==> config.mk <==
export PLATFORM = sky130hd
export DESIGN_NAME = binary_erosion_cross3x3_unit
export DESIGN_NICKNAME = d
export VERILOG_FILES = /design/src/hdl/bec_pkg.sv /design/src/hdl/bec_rowmem.sv /design/src/hdl/bec_outq.sv /design/src/hdl/bec_core.sv /design/src/hdl/binary_erosion_cross3x3_unit.sv
export VERILOG_INCLUDE_DIRS = /design/src /design/src/hdl
export SDC_FILE = /design/constraint.sdc
export NUM_CORES = 2
export LEC_CHECK = 0
export BUFFER_PORTS_ARGS = -buffer_cell sky130_fd_sc_hd__buf_2
export CAP_MARGIN = 25
export CORE_MARGIN = 2
export CORE_UTILIZATION = 55
export CTS_CLUSTER_SIZE = 24
export DETAILED_ROUTE_END_ITERATION = 16
export MAX_ROUTING_LAYER = met4
export PLACE_DENSITY = 0.71
export SLEW_MARGIN = 40
export SYNTH_ARGS = -nofsm -noshare
export SYNTH_HDL_FRONTEND = slang
export SYNTH_HIERARCHICAL = 1
export SYNTH_SLANG_ARGS = --single-unit
==> constraint.sdc <==
create_clock -name clock -period 47.1 [get_ports clock]
set_input_delay 4.71 -clock clock [delete_from_list [all_inputs] [get_ports clock]]
set_output_delay 4.71 -clock clock [all_outputs]
set_load 0.03 [all_outputs]
==> src/hdl/binary_erosion_cross3x3_unit_macros.svh <==
// Assertion helpers shared by the erosion unit.
`ifndef BINARY_EROSION_CROSS3X3_UNIT_MACROS_SVH
`define BINARY_EROSION_CROSS3X3_UNIT_MACROS_SVH

// Same-cycle implication.
`define BEC_ASSERT_SAME(lbl, clk, rst, ante, cons, msg) \
   lbl: assert property (@(posedge clk) disable iff (rst) (ante) |-> (cons)) \
      else $error(msg);

// Next-cycle implication.
`define BEC_ASSERT_NEXT(lbl, clk, rst, ante, cons, msg) \
   lbl: assert property (@(posedge clk) disable iff (rst) (ante) |=> (cons)) \
      else $error(msg);

`endif

==> src/hdl/bec_pkg.sv <==
package bec_pkg;

   localparam int MAX_WIDTH   = 1024;
   localparam int COL_W       = $clog2(MAX_WIDTH);
   localparam int WID_W       = COL_W + 1;
   localparam int ROW_W       = 12;
   localparam int CFG_WIDTH_W = 11;
   localparam int PIX_W       = 8;
   localparam int MAX_RESULTS = 3;
   localparam int RES_CNT_W   = 2;
   localparam int QDEPTH      = 4;
   localparam int QCNT_W      = $clog2(QDEPTH + 1);

   localparam logic [CFG_WIDTH_W-1:0] WIDTH_RESET  = 11'd480;
   localparam logic [ROW_W-1:0]       HEIGHT_RESET = 12'd270;

   localparam logic [PIX_W-1:0] FG_VALUE = 8'd255;
   localparam logic [PIX_W-1:0] BG_VALUE = 8'd0;

   // register index, taken from paddr[2]
   localparam logic REG_WIDTH  = 1'b0;
   localparam logic REG_HEIGHT = 1'b1;

   typedef enum logic [1:0] {
      FILL_BACK,
      FILL_FWD,
      FILL_DONE
   } fill_state_type;

   typedef struct packed {
      logic older;
      logic newer;
   } row_word_type;

   typedef struct packed {
      logic             rd_en;
      logic [COL_W-1:0] rd_addr0;
      logic [COL_W-1:0] rd_addr1;
      logic             wr_en;
      logic [COL_W-1:0] wr_addr;
      row_word_type     wr_data;
   } mem_req_type;

   typedef struct packed {
      logic [PIX_W-1:0] eroded_value;
      logic             frame_end;
      logic             run_end;
   } result_type;

   typedef struct packed {
      logic [RES_CNT_W-1:0]              count;
      result_type [MAX_RESULTS-1:0]      item;
   } push_type;

   typedef struct packed {
      logic              space;
      logic [QCNT_W-1:0] count;
   } queue_stat_type;

endpackage

==> src/hdl/bec_rowmem.sv <==
module bec_rowmem (
   input  logic                  clock,
   input  bec_pkg::mem_req_type  req,
   output bec_pkg::row_word_type rd0,
   output bec_pkg::row_word_type rd1
);
   import bec_pkg::*;

   row_word_type mem_ff [MAX_WIDTH];
   row_word_type rd0_ff;
   row_word_type rd1_ff;

   always_ff @(posedge clock) begin
      if (req.wr_en) begin
         mem_ff[req.wr_addr] <= req.wr_data;
      end
   end

   // read data holds until the next read
   always_ff @(posedge clock) begin
      if (req.rd_en) begin
         rd0_ff <= mem_ff[req.rd_addr0];
         rd1_ff <= mem_ff[req.rd_addr1];
      end
   end

   assign rd0 = rd0_ff;
   assign rd1 = rd1_ff;

endmodule

==> src/hdl/bec_outq.sv <==
module bec_outq (
   input  logic                                clock,
   input  logic                                reset,
   input  bec_pkg::push_type                   push,
   output bec_pkg::queue_stat_type             stat,
   output logic                                rsp_valid,
   input  logic                                rsp_stall,
   output logic [bec_pkg::PIX_W-1:0]           rsp_eroded_value,
   output logic                                rsp_frame_end,
   output logic                                rsp_run_end
);
   import bec_pkg::*;

   result_type        slot_ff [QDEPTH];
   result_type        slot_in [QDEPTH];
   logic [QCNT_W-1:0] count_ff;
   logic [QCNT_W-1:0] count_in;
   logic [QCNT_W-1:0] base;
   logic              pop;

   always_comb begin
      pop  = (count_ff != '0) && !rsp_stall;
      base = count_ff - QCNT_W'(pop);
      for (int i = 0; i < QDEPTH - 1; i++) begin
         slot_in[i] = pop ? slot_ff[i+1] : slot_ff[i];
      end
      slot_in[QDEPTH-1] = slot_ff[QDEPTH-1];
      for (int i = 0; i < QDEPTH; i++) begin
         for (int j = 0; j < MAX_RESULTS; j++) begin
            if ((QCNT_W'(j) < QCNT_W'(push.count)) &&
                (base + QCNT_W'(j) == QCNT_W'(i))) begin
               slot_in[i] = push.item[j];
            end
         end
      end
      count_in = base + QCNT_W'(push.count);
   end

   always_ff @(posedge clock) begin
      if (reset) begin
         count_ff <= '0;
      end else begin
         count_ff <= count_in;
      end
   end

   always_ff @(posedge clock) begin
      for (int i = 0; i < QDEPTH; i++) begin
         slot_ff[i] <= slot_in[i];
      end
   end

   assign stat.space       = (count_ff <= QCNT_W'(QDEPTH - MAX_RESULTS));
   assign stat.count       = count_ff;
   assign rsp_valid        = (count_ff != '0);
   assign rsp_eroded_value = slot_ff[0].eroded_value;
   assign rsp_frame_end    = slot_ff[0].frame_end;
   assign rsp_run_end      = slot_ff[0].run_end;

endmodule

==> src/hdl/bec_core.sv <==
module bec_core (
   input  logic                        clock,
   input  logic                        reset,
   input  logic                        cfg_wr,
   input  logic [bec_pkg::WID_W-1:0]   w_eff,
   input  logic [bec_pkg::ROW_W-1:0]   h_eff,
   input  logic                        req_valid,
   output logic                        req_stall,
   input  logic [bec_pkg::PIX_W-1:0]   req_pixel_value,
   input  logic                        q_space,
   output bec_pkg::push_type           push,
   output bec_pkg::mem_req_type        mem_req,
   input  bec_pkg::row_word_type       mem_rd0,
   input  bec_pkg::row_word_type       mem_rd1
);
   import bec_pkg::*;

   fill_state_type   state_ff, state_in;
   logic [COL_W-1:0] col_ff, col_in;
   logic [ROW_W-1:0] row_ff, row_in;
   logic             prev_bit_ff, prev_bit_in;
   logic             prev2_ff, prev2_in;       // newer row, two columns back
   logic             left_new_ff, left_new_in; // newer row, one column back
   logic             upleft_ff, upleft_in;     // older row, one column back
   logic             fwd0_ff, fwd0_in;
   logic             fwd1_ff, fwd1_in;
   row_word_type     fwd_word_ff, fwd_word_in;

   logic [COL_W-1:0] c_cl, c_next, cn_p1, c_p1, c_m1, c_m2;
   logic [ROW_W-1:0] r_cl, r_next;
   logic             last_col, last_row, cur, accept;
   row_word_type     e0, wdata;
   logic             n1;
   logic             v1, v2, v3, ok1, ok2, ok3;
   logic [RES_CNT_W-1:0] idx;

   always_comb begin
      c_cl     = (WID_W'(col_ff) < w_eff) ? col_ff : COL_W'(w_eff - 1'b1);
      r_cl     = (row_ff < h_eff) ? row_ff : h_eff - 1'b1;
      last_col = (WID_W'(c_cl) == w_eff - 1'b1);
      last_row = (r_cl == h_eff - 1'b1);
      c_next   = last_col ? '0 : c_cl + 1'b1;
      r_next   = last_col ? (last_row ? '0 : r_cl + 1'b1) : r_cl;
      cn_p1    = c_next + 1'b1;
      c_p1     = c_cl + 1'b1;
      c_m1     = c_cl - 1'b1;
      c_m2     = c_cl - 2'd2;
      cur      = (req_pixel_value != '0);
      // bypass the word written on the same edge as the read
      e0       = fwd0_ff ? fwd_word_ff : mem_rd0;
      n1       = fwd1_ff ? fwd_word_ff.newer : mem_rd1.newer;
      wdata.older = e0.newer;
      wdata.newer = cur;
   end

   assign req_stall = (state_ff != FILL_DONE) || !q_space || cfg_wr;
   assign accept    = req_valid && !req_stall;

   // results: row above, late pixel of the last row, frame flush
   always_comb begin
      v1  = (r_cl != '0);
      ok1 = e0.newer && cur && ((r_cl < ROW_W'(2)) || e0.older) &&
            ((c_cl == '0) || upleft_ff) && (last_col || n1);
      v2  = last_row && (c_cl != '0);
      ok2 = prev_bit_ff && cur && ((r_cl == '0) || upleft_ff) &&
            ((c_cl < COL_W'(2)) || prev2_ff);
      v3  = last_row && last_col;
      ok3 = cur && ((r_cl == '0) || e0.newer) && ((c_cl == '0) || left_new_ff);

      push = '0;
      idx  = '0;
      if (v1) begin
         push.item[idx].eroded_value = ok1 ? FG_VALUE : BG_VALUE;
         push.item[idx].run_end      = !v2 && !v3;
         idx = idx + 1'b1;
      end
      if (v2) begin
         push.item[idx].eroded_value = ok2 ? FG_VALUE : BG_VALUE;
         push.item[idx].run_end      = !v3;
         idx = idx + 1'b1;
      end
      if (v3) begin
         push.item[idx].eroded_value = ok3 ? FG_VALUE : BG_VALUE;
         push.item[idx].frame_end    = 1'b1;
         push.item[idx].run_end      = 1'b1;
         idx = idx + 1'b1;
      end
      push.count = accept ? idx : '0;
   end

   always_comb begin
      mem_req     = '0;
      state_in    = state_ff;
      col_in      = col_ff;
      row_in      = row_ff;
      prev_bit_in = prev_bit_ff;
      prev2_in    = prev2_ff;
      left_new_in = left_new_ff;
      upleft_in   = upleft_ff;
      fwd0_in     = fwd0_ff;
      fwd1_in     = fwd1_ff;
      fwd_word_in = fwd_word_ff;
      unique case (state_ff)
         FILL_BACK: begin
            mem_req.rd_en    = 1'b1;
            mem_req.rd_addr0 = c_m1;
            mem_req.rd_addr1 = c_m2;
            fwd0_in          = 1'b0;
            fwd1_in          = 1'b0;
            state_in         = FILL_FWD;
         end
         FILL_FWD: begin
            upleft_in        = e0.older;
            left_new_in      = e0.newer;
            prev2_in         = n1;
            mem_req.rd_en    = 1'b1;
            mem_req.rd_addr0 = c_cl;
            mem_req.rd_addr1 = c_p1;
            fwd0_in          = 1'b0;
            fwd1_in          = 1'b0;
            state_in         = FILL_DONE;
         end
         FILL_DONE: begin
            if (accept) begin
               mem_req.rd_en    = 1'b1;
               mem_req.rd_addr0 = c_next;
               mem_req.rd_addr1 = cn_p1;
               mem_req.wr_en    = 1'b1;
               mem_req.wr_addr  = c_cl;
               mem_req.wr_data  = wdata;
               fwd0_in          = (c_next == c_cl);
               fwd1_in          = (cn_p1 == c_cl);
               fwd_word_in      = wdata;
               upleft_in        = e0.newer;
               left_new_in      = cur;
               prev2_in         = left_new_ff;
               prev_bit_in      = cur;
               col_in           = c_next;
               row_in           = r_next;
            end
         end
         default: begin
            state_in = FILL_BACK;
         end
      endcase
      // counters may now lie outside the frame: fetch the window again
      if (cfg_wr) begin
         state_in = FILL_BACK;
      end
   end

   always_ff @(posedge clock) begin
      if (reset) begin
         state_ff    <= FILL_BACK;
         col_ff      <= '0;
         row_ff      <= '0;
         prev_bit_ff <= 1'b0;
         fwd0_ff     <= 1'b0;
         fwd1_ff     <= 1'b0;
      end else begin
         state_ff    <= state_in;
         col_ff      <= col_in;
         row_ff      <= row_in;
         prev_bit_ff <= prev_bit_in;
         fwd0_ff     <= fwd0_in;
         fwd1_ff     <= fwd1_in;
      end
   end

   always_ff @(posedge clock) begin
      prev2_ff    <= prev2_in;
      left_new_ff <= left_new_in;
      upleft_ff   <= upleft_in;
      fwd_word_ff <= fwd_word_in;
   end

endmodule

==> src/hdl/binary_erosion_cross3x3_unit.sv <==
// Streaming binary erosion with a plus-shaped 3x3 element.
// req_ channel: one pixel per item in raster order, nonzero is foreground.
// rsp_ channel: eroded pixels (255 or 0) in raster order, one row behind the
// input; on the last row each item also yields the pixel to its left, and
// the frame's final item flushes the last pixel with rsp_frame_end set.
// rsp_run_end marks the last result caused by an input item.
// A result is registered into the output queue when its item is taken.
// Throughput: one item per cycle while rsp_stall is low and each item yields
// at most one result; last-row items yield more and are held off by the
// one-result-per-cycle output queue. Row stores are a 2-bit-wide memory with
// two read ports; the next column's window is read ahead as each item is taken.
// req_stall is high while FILL_BACK and FILL_FWD fetch the window after reset
// and after a register write, which also stalls. The row stores are not cleared.
// req_stall is high while more than one result waits in the four-deep queue,
// so a stalled receiver holds off the input; nothing is dropped.
// Registers: image_width at 0x0 (11 bits), image_height at 0x4 (12 bits).
`include "binary_erosion_cross3x3_unit_macros.svh"

module binary_erosion_cross3x3_unit (
   input  logic                          clock,
   input  logic                          reset,
   input  logic                          req_valid,
   output logic                          req_stall,
   input  logic [bec_pkg::PIX_W-1:0]     req_pixel_value,
   output logic                          rsp_valid,
   input  logic                          rsp_stall,
   output logic [bec_pkg::PIX_W-1:0]     rsp_eroded_value,
   output logic                          rsp_frame_end,
   output logic                          rsp_run_end,
   input  logic                          psel,
   input  logic                          penable,
   input  logic                          pwrite,
   input  logic [2:0]                    paddr,
   input  logic [31:0]                   pwdata,
   output logic [31:0]                   prdata,
   output logic                          pready
);
   import bec_pkg::*;

   logic [CFG_WIDTH_W-1:0] width_ff, width_in;
   logic [ROW_W-1:0]       height_ff, height_in;
   logic [WID_W-1:0]       w_eff;
   logic [ROW_W-1:0]       h_eff;
   logic                   cfg_wr;
   push_type               push;
   queue_stat_type         q_stat;
   mem_req_type            mem_req;
   row_word_type           mem_rd0;
   row_word_type           mem_rd1;

   assign pready = 1'b1;
   assign cfg_wr = psel && penable && pwrite && pready;

   always_comb begin
      width_in  = width_ff;
      height_in = height_ff;
      if (cfg_wr) begin
         unique case (paddr[2])
            REG_WIDTH:  width_in  = pwdata[CFG_WIDTH_W-1:0];
            REG_HEIGHT: height_in = pwdata[ROW_W-1:0];
            default:    width_in  = width_ff;
         endcase
      end
   end

   always_comb begin
      unique case (paddr[2])
         REG_WIDTH:  prdata = 32'(width_ff);
         REG_HEIGHT: prdata = 32'(height_ff);
         default:    prdata = '0;
      endcase
   end

   always_ff @(posedge clock) begin
      if (reset) begin
         width_ff  <= WIDTH_RESET;
         height_ff <= HEIGHT_RESET;
      end else begin
         width_ff  <= width_in;
         height_ff <= height_in;
      end
   end

   // zero counts as one, widths above the store depth saturate
   always_comb begin
      if (width_ff == '0) begin
         w_eff = WID_W'(1);
      end else if (32'(width_ff) > 32'(MAX_WIDTH)) begin
         w_eff = WID_W'(MAX_WIDTH);
      end else begin
         w_eff = WID_W'(width_ff);
      end
      h_eff = (height_ff == '0) ? ROW_W'(1) : height_ff;
   end

   bec_core u_core (
      .clock           (clock),
      .reset           (reset),
      .cfg_wr          (cfg_wr),
      .w_eff           (w_eff),
      .h_eff           (h_eff),
      .req_valid       (req_valid),
      .req_stall       (req_stall),
      .req_pixel_value (req_pixel_value),
      .q_space         (q_stat.space),
      .push            (push),
      .mem_req         (mem_req),
      .mem_rd0         (mem_rd0),
      .mem_rd1         (mem_rd1)
   );

   bec_rowmem u_rowmem (
      .clock (clock),
      .req   (mem_req),
      .rd0   (mem_rd0),
      .rd1   (mem_rd1)
   );

   bec_outq u_outq (
      .clock            (clock),
      .reset            (reset),
      .push             (push),
      .stat             (q_stat),
      .rsp_valid        (rsp_valid),
      .rsp_stall        (rsp_stall),
      .rsp_eroded_value (rsp_eroded_value),
      .rsp_frame_end    (rsp_frame_end),
      .rsp_run_end      (rsp_run_end)
   );

   `BEC_ASSERT_SAME(a_frame_end_closes_run, clock, reset, rsp_valid && rsp_frame_end, rsp_run_end, "frame end without run end")
   `BEC_ASSERT_NEXT(a_cfg_refetch, clock, reset, cfg_wr, req_stall, "item taken before window refetch")
   `BEC_ASSERT_SAME(a_queue_bound, clock, reset, 1'b1, q_stat.count <= QCNT_W'(QDEPTH), "result queue overflow")

endmodule
; Yosys cells after proc, flatten, opt, wreduce, memory -nomap -nowiden
; Memories as Yosys holds them, arrays and structs flattened. A register that Yosys moved wholly into a read port is not among the register bits.
; Cells that the tools add are included.
[op_classes]
add_sub_neg = 13
mul = 0
div = 0
order_cmp = 13
n_eq_ne = 17
shifts = 0
muxes = 68
bitwise = 1
n_reduce_logical = 65
[op_table]
columns = cell, n
row1 = $mux 10, 19
row2 = $bwmux 30, 5
row3 = $demux 10 s2, 5
row4 = $pmux 32 s2, 1
row5 = $pmux 21 s3, 1
row6 = $mux 30, 2
row7 = $mux 12, 4
row8 = $mux 34, 1
row9 = $mux 8, 4
row10 = $logic_and 1x1->1, 30
row11 = $logic_not 12->1, 2
row12 = $mux 11, 2
row13 = $add 10x1->10 const B, 2
row14 = $eq 10x10->1, 2
row15 = $eq 3x2->1 const B, 6
row16 = $mux 13, 1
row17 = $add 12x1->12 const B, 1
row18 = $eq 12x12->1, 1
row19 = $lt 12x12->1, 1
row20 = $lt 12x2->1 const B, 1
row21 = $mux 1, 12
row22 = $reduce_bool 12->1, 1
row23 = $sub 12x1->12 const B, 1
row24 = $eq 10x11->1, 1
row25 = 40 further kinds, 71
[totals]
ff_bits = 58
latchBits = 0
mem_bits_rw = 2088
rom_bits = 0
output_inout_bits = 45
wordCells = 193
mem_count = 2
[mem_list]
columns = name, depth, word_bits, rd, rd_clocked_by_memory_dff, write_ports, line_no
row1 = u_rowmem.mem_ff, 1024, 2, 2, 2, 1, bec_rowmem.sv:9  ; row_word_type mem_ff [MAX_WIDTH];
row2 = u_outq.slot_ff, 4, 10, 4, 0, 4, bec_outq.sv:14  ; result_type slot_ff [QDEPTH];

; Logic depth before layout (Yosys ltp)
[logic_depth]
word_depth = 21
ltp_mapped = 33
depth_no_buf = 27

; By module
; The synthesis kept the hierarchy.
[by_module_without_submodules]
columns = mod, instances, cells_each, area_each_um2, seq_area_each_um2
row1 = bec_rowmem, 1, 6209, 100784.2, 61619.1
row2 = bec_core, 1, 754, 5499.0, 690.7
row3 = bec_outq, 1, 236, 2656.3, 1261.2
row4 = binary_erosion_cross3x3_unit, 1, 167, 1453.9, 460.4

; Least setup slack after synthesis
; No wires, ideal clock.
[synth_path]
path_kind = input-to-reg
start = input port pwrite
end = memory u_rowmem/mem_ff[0][1] (netlist bit) (data pin)
arrival_time_ns = 29.296
required_time_ns = 42.149
path_slack_ns = 12.853
stages = 6
n_path_buf = 2
cell_sequence = and3_1 nor3b_1 nand2_1 clkbuf_1 clkbuf_1 nor2_1
[synth_rtl]
columns = element, line_no
row1 = "start, declared", binary_erosion_cross3x3_unit.sv:32  ; input logic pwrite,
row2 = "end, declared", bec_rowmem.sv:9

==> summary.txt <==
Run status
  • Status: complete, no violations

Setup path
  • Slowest-stage cell, CP: a311oi_1
  • Crit path cell chain: buf_2 -> and3_1 -> nor3b_1 -> nand2_2 -> buf_4 -> inv_2 -> nand2_1 -> o22ai_4 -> buf_8 -> buf_4 -> buf_4 -> buf_4 -> buf_4 -> mux4_2 -> mux4_2 -> mux2i_1 -> nor2_1 -> a311oi_1 -> nor4_1 -> a21oi_1 -> nand3_1
  • CP max FO: 45
  • FF-to-FF path depth: 25
  • Critical path's most frequent cell: buf_4
  • CP top delay family: buffers and inverters
  • Startpoint types: input pin
  • Buf/Inv on CP: 8
  • CP max stage delay: 0.85 ns
  • CP endpoint kind: flip-flop
  • WP data required: 47.62 ns
  • Worst EP arrival: about 13 ns
  • Critical path class: input pin to flip-flop
  • Critical Path Stages: 21

Drt
  • Via Count: 64813
  • Mean routed wirelength per cell: 32.8 um
  • Antenna-violating nets left: 0
  • Drt initial violations: 10067
  • Vias per cell: 7.02
  • Final WL: 303000 um
  • Initial DRT Pass Iterations: 9
  • Number of remaining DRC errors: 0

Power and ir drop
  • Internal power: 3420 uW
  • Net Sw Frac: 27.8%
  • Cell Pwr Density: 42.4 nW/um2
  • LEAKAGE: 0.0356 uW
  • Clock Power Share: 35.8%
  • Comb pwr share: between 10% and 20%
  • Flop pwr share: 44.5%
  • Net switching power: 1320 uW
  • Max IR drop VDD: 0.0440 mV

Global routing
  • Largest net degree at the start of global routing: 226
  • Vias in the first global route: 63350
  • Initial antenna violation count: 9
  • GRT overflow: 0
  • Gr usage total: 32.5%
  • Global-route wire length before repair: 435000 um

Clock network
  • CTS Sinks: 2149
  • Clock transition at the registers of the reported paths: around 0.060 ns
  • Clock Path Buffers: 3
  • Cts repair resizes: 0
  • Clock Root Buffer: clkbuf_16
  • Post-CTS Setup Inserts: 0
  • Post-cts hold buffer count: 0
  • Skew-Pair Late Insertion Delay: 0.89 ns
  • TritonCTS clock tree: done
  • Htree depth: 4
  • Num CTS Buffers: 212

STA
  • Final count of hold timing violations: 0
  • Setup TNS: 0 ns
  • Worst hold slack: ~0.48 ns
  • Worst slew pin tran: 1.03 ns
  • Final WS setup: about 35 ns
  • Highest clock rate: 0.0830 GHz
  • Final period demand of the worst path: 12.05 ns
  • Slew Limit Fails: 0
  • Max_slew headroom: 31.0%
  • Clock Skews: roughly 0.044 ns
  • Final setup fails: 0
  • Final period util: between 20% and 30%
  • RSZ-0062 raised after global routing: no

Floorplan
  • # rows: ~160
  • Die extent in x: 436 um
  • Die height: 436 um
  • Initial Utilization: 55.4%
  • Die Area: 190000 um2
  • Core Area: between 150000 and 200000 um2
  • IO Pins: 95

Flow run
  • Max Cap Violations: 0

Final layout
  • Area of the multi-input gates: 35200 um2
  • Most common cell after layout, fill and taps aside: edfxtp_1
  • Design area: 112000 um2
  • Share of cells above drive strength 1: between 20% and 30%
  • Nets: 6662
  • Fill count: 13631
  • Sequential cell area: 64000 um2
  • Most frequent cells in the layout: 2096 x edfxtp_1, 1153 x nor2_1, 647 x mux4_2
  • Area grow syn2layout: 8.79%

Logic synthesis
  • Average size of a mapped cell: 15.1 um2
  • Mapped Cells: 6818
  • Synth Cell Area: around 100000 um2
  • Yosys warning count: 6

Placed design
  • Post-DP HPWL: 175000 um
  • Dpl ws: 34.09 ns
  • Routability cong.: 0.906
  • IO buf count: 51
  • Placed Area: ~100000 um2

Worst hold path
  • Hold crit path type: flip-flop to flip-flop
  • Hold depth: 2
==> stage by stage <==
stage	utilization (%)	cells	total power, uW
6_report	60.2	9235	4740
5_1_grt	60.2	9230	4850
4_1_cts	60.1	9220	4730
3_5_place_dp	56.4	8831	3060
3_3_place_gp	56.0	8812	3040
2_1_floorplan	-	6837	2840
==> power groups by stage <==
stage | Clock, uW | Sequential (uW) | Combinational, uW
detailed placement | 0 | 2150 | 903
global route | 1780 | 2110 | 959
CTS | 1710 | 2110 | 907
floorplan | 0 | 2180 | 651
global placement | 0 | 2150 | 891
finish | 1700 | 2110 | 933
==> registers in the layout (all words and copies together), names as in the netlist, 2 cells and up <==
| signal | cells |
|---|---|
| u_core/state_ff | 2 |
| u_core/row_ff | 12 |
| u_rowmem/rd0 | 2 |
| u_core/fwd_word_ff | 2 |
| u_rowmem/mem_ff | 2048 |
| u_outq/count_ff | 3 |
| width_ff | 11 |
| u_core/col_ff | 10 |
| u_outq/slot_ff | 40 |
| height_ff | 12 |
==> worst reg2reg max path: stages (launching register included) <==
cell	delay (ns)
dfxtp_1	0.82
nor4_1	0.15
a32o_1	0.48
inv_1	0.13
ha_1	0.51
or4b_2	0.69
nor3_1	0.34
o31ai_1	0.15
o2111ai_1	0.12
or4b_4	0.18
and2_4	0.28
nand2_1	0.34
o22ai_4	0.44
buf_8	0.24
buf_4	0.68
buf_4	0.82
buf_4	0.80
buf_4	0.60
mux4_2	0.65
mux4_2	0.46
mux2i_1	0.14
nor2_1	0.07
a311oi_1	0.85
nor4_1	0.09
a21oi_1	0.18
nand3_1	0.29
==> final timing paths <==
path | start | endpoint | slack [ns]
setup reg to reg | width_ff[10] | u_rowmem/rd0[1] | 36.26
setup / recovery | pwrite | u_rowmem/rd0[1] | 35.05
hold reg to reg | u_core/prev_bit_ff | u_core/prev_bit_ff | 0.48
hold / removal | u_core/prev_bit_ff | u_core/prev_bit_ff | 0.48
==> routing by layer <==
layer / vias to the layer above / GRT usage, % / part of all wire, %
met1: 33040 / 42.1 / 35
met5: - / - / 0
met2: 4736 / 48.9 / 46
li1: 26163 / - / -
met4: 0 / 13.4 / 4.9
met3: 874 / 8.69 / 14
==> layout make-up <==
cell class / instances / share of cell area [%]
multi-input cells: 3916 / 31.5
clock inverters: 129 / 1.22
repair buffers: 229 / 1.94
well taps: 2480 / 2.78
diodes: 9 / 0.0202
inverters: 63 / 0.225
clock buffers: 260 / 4.97
flip-flops and latches: 2149 / 57.3
(Power assumes the default switching activity.)
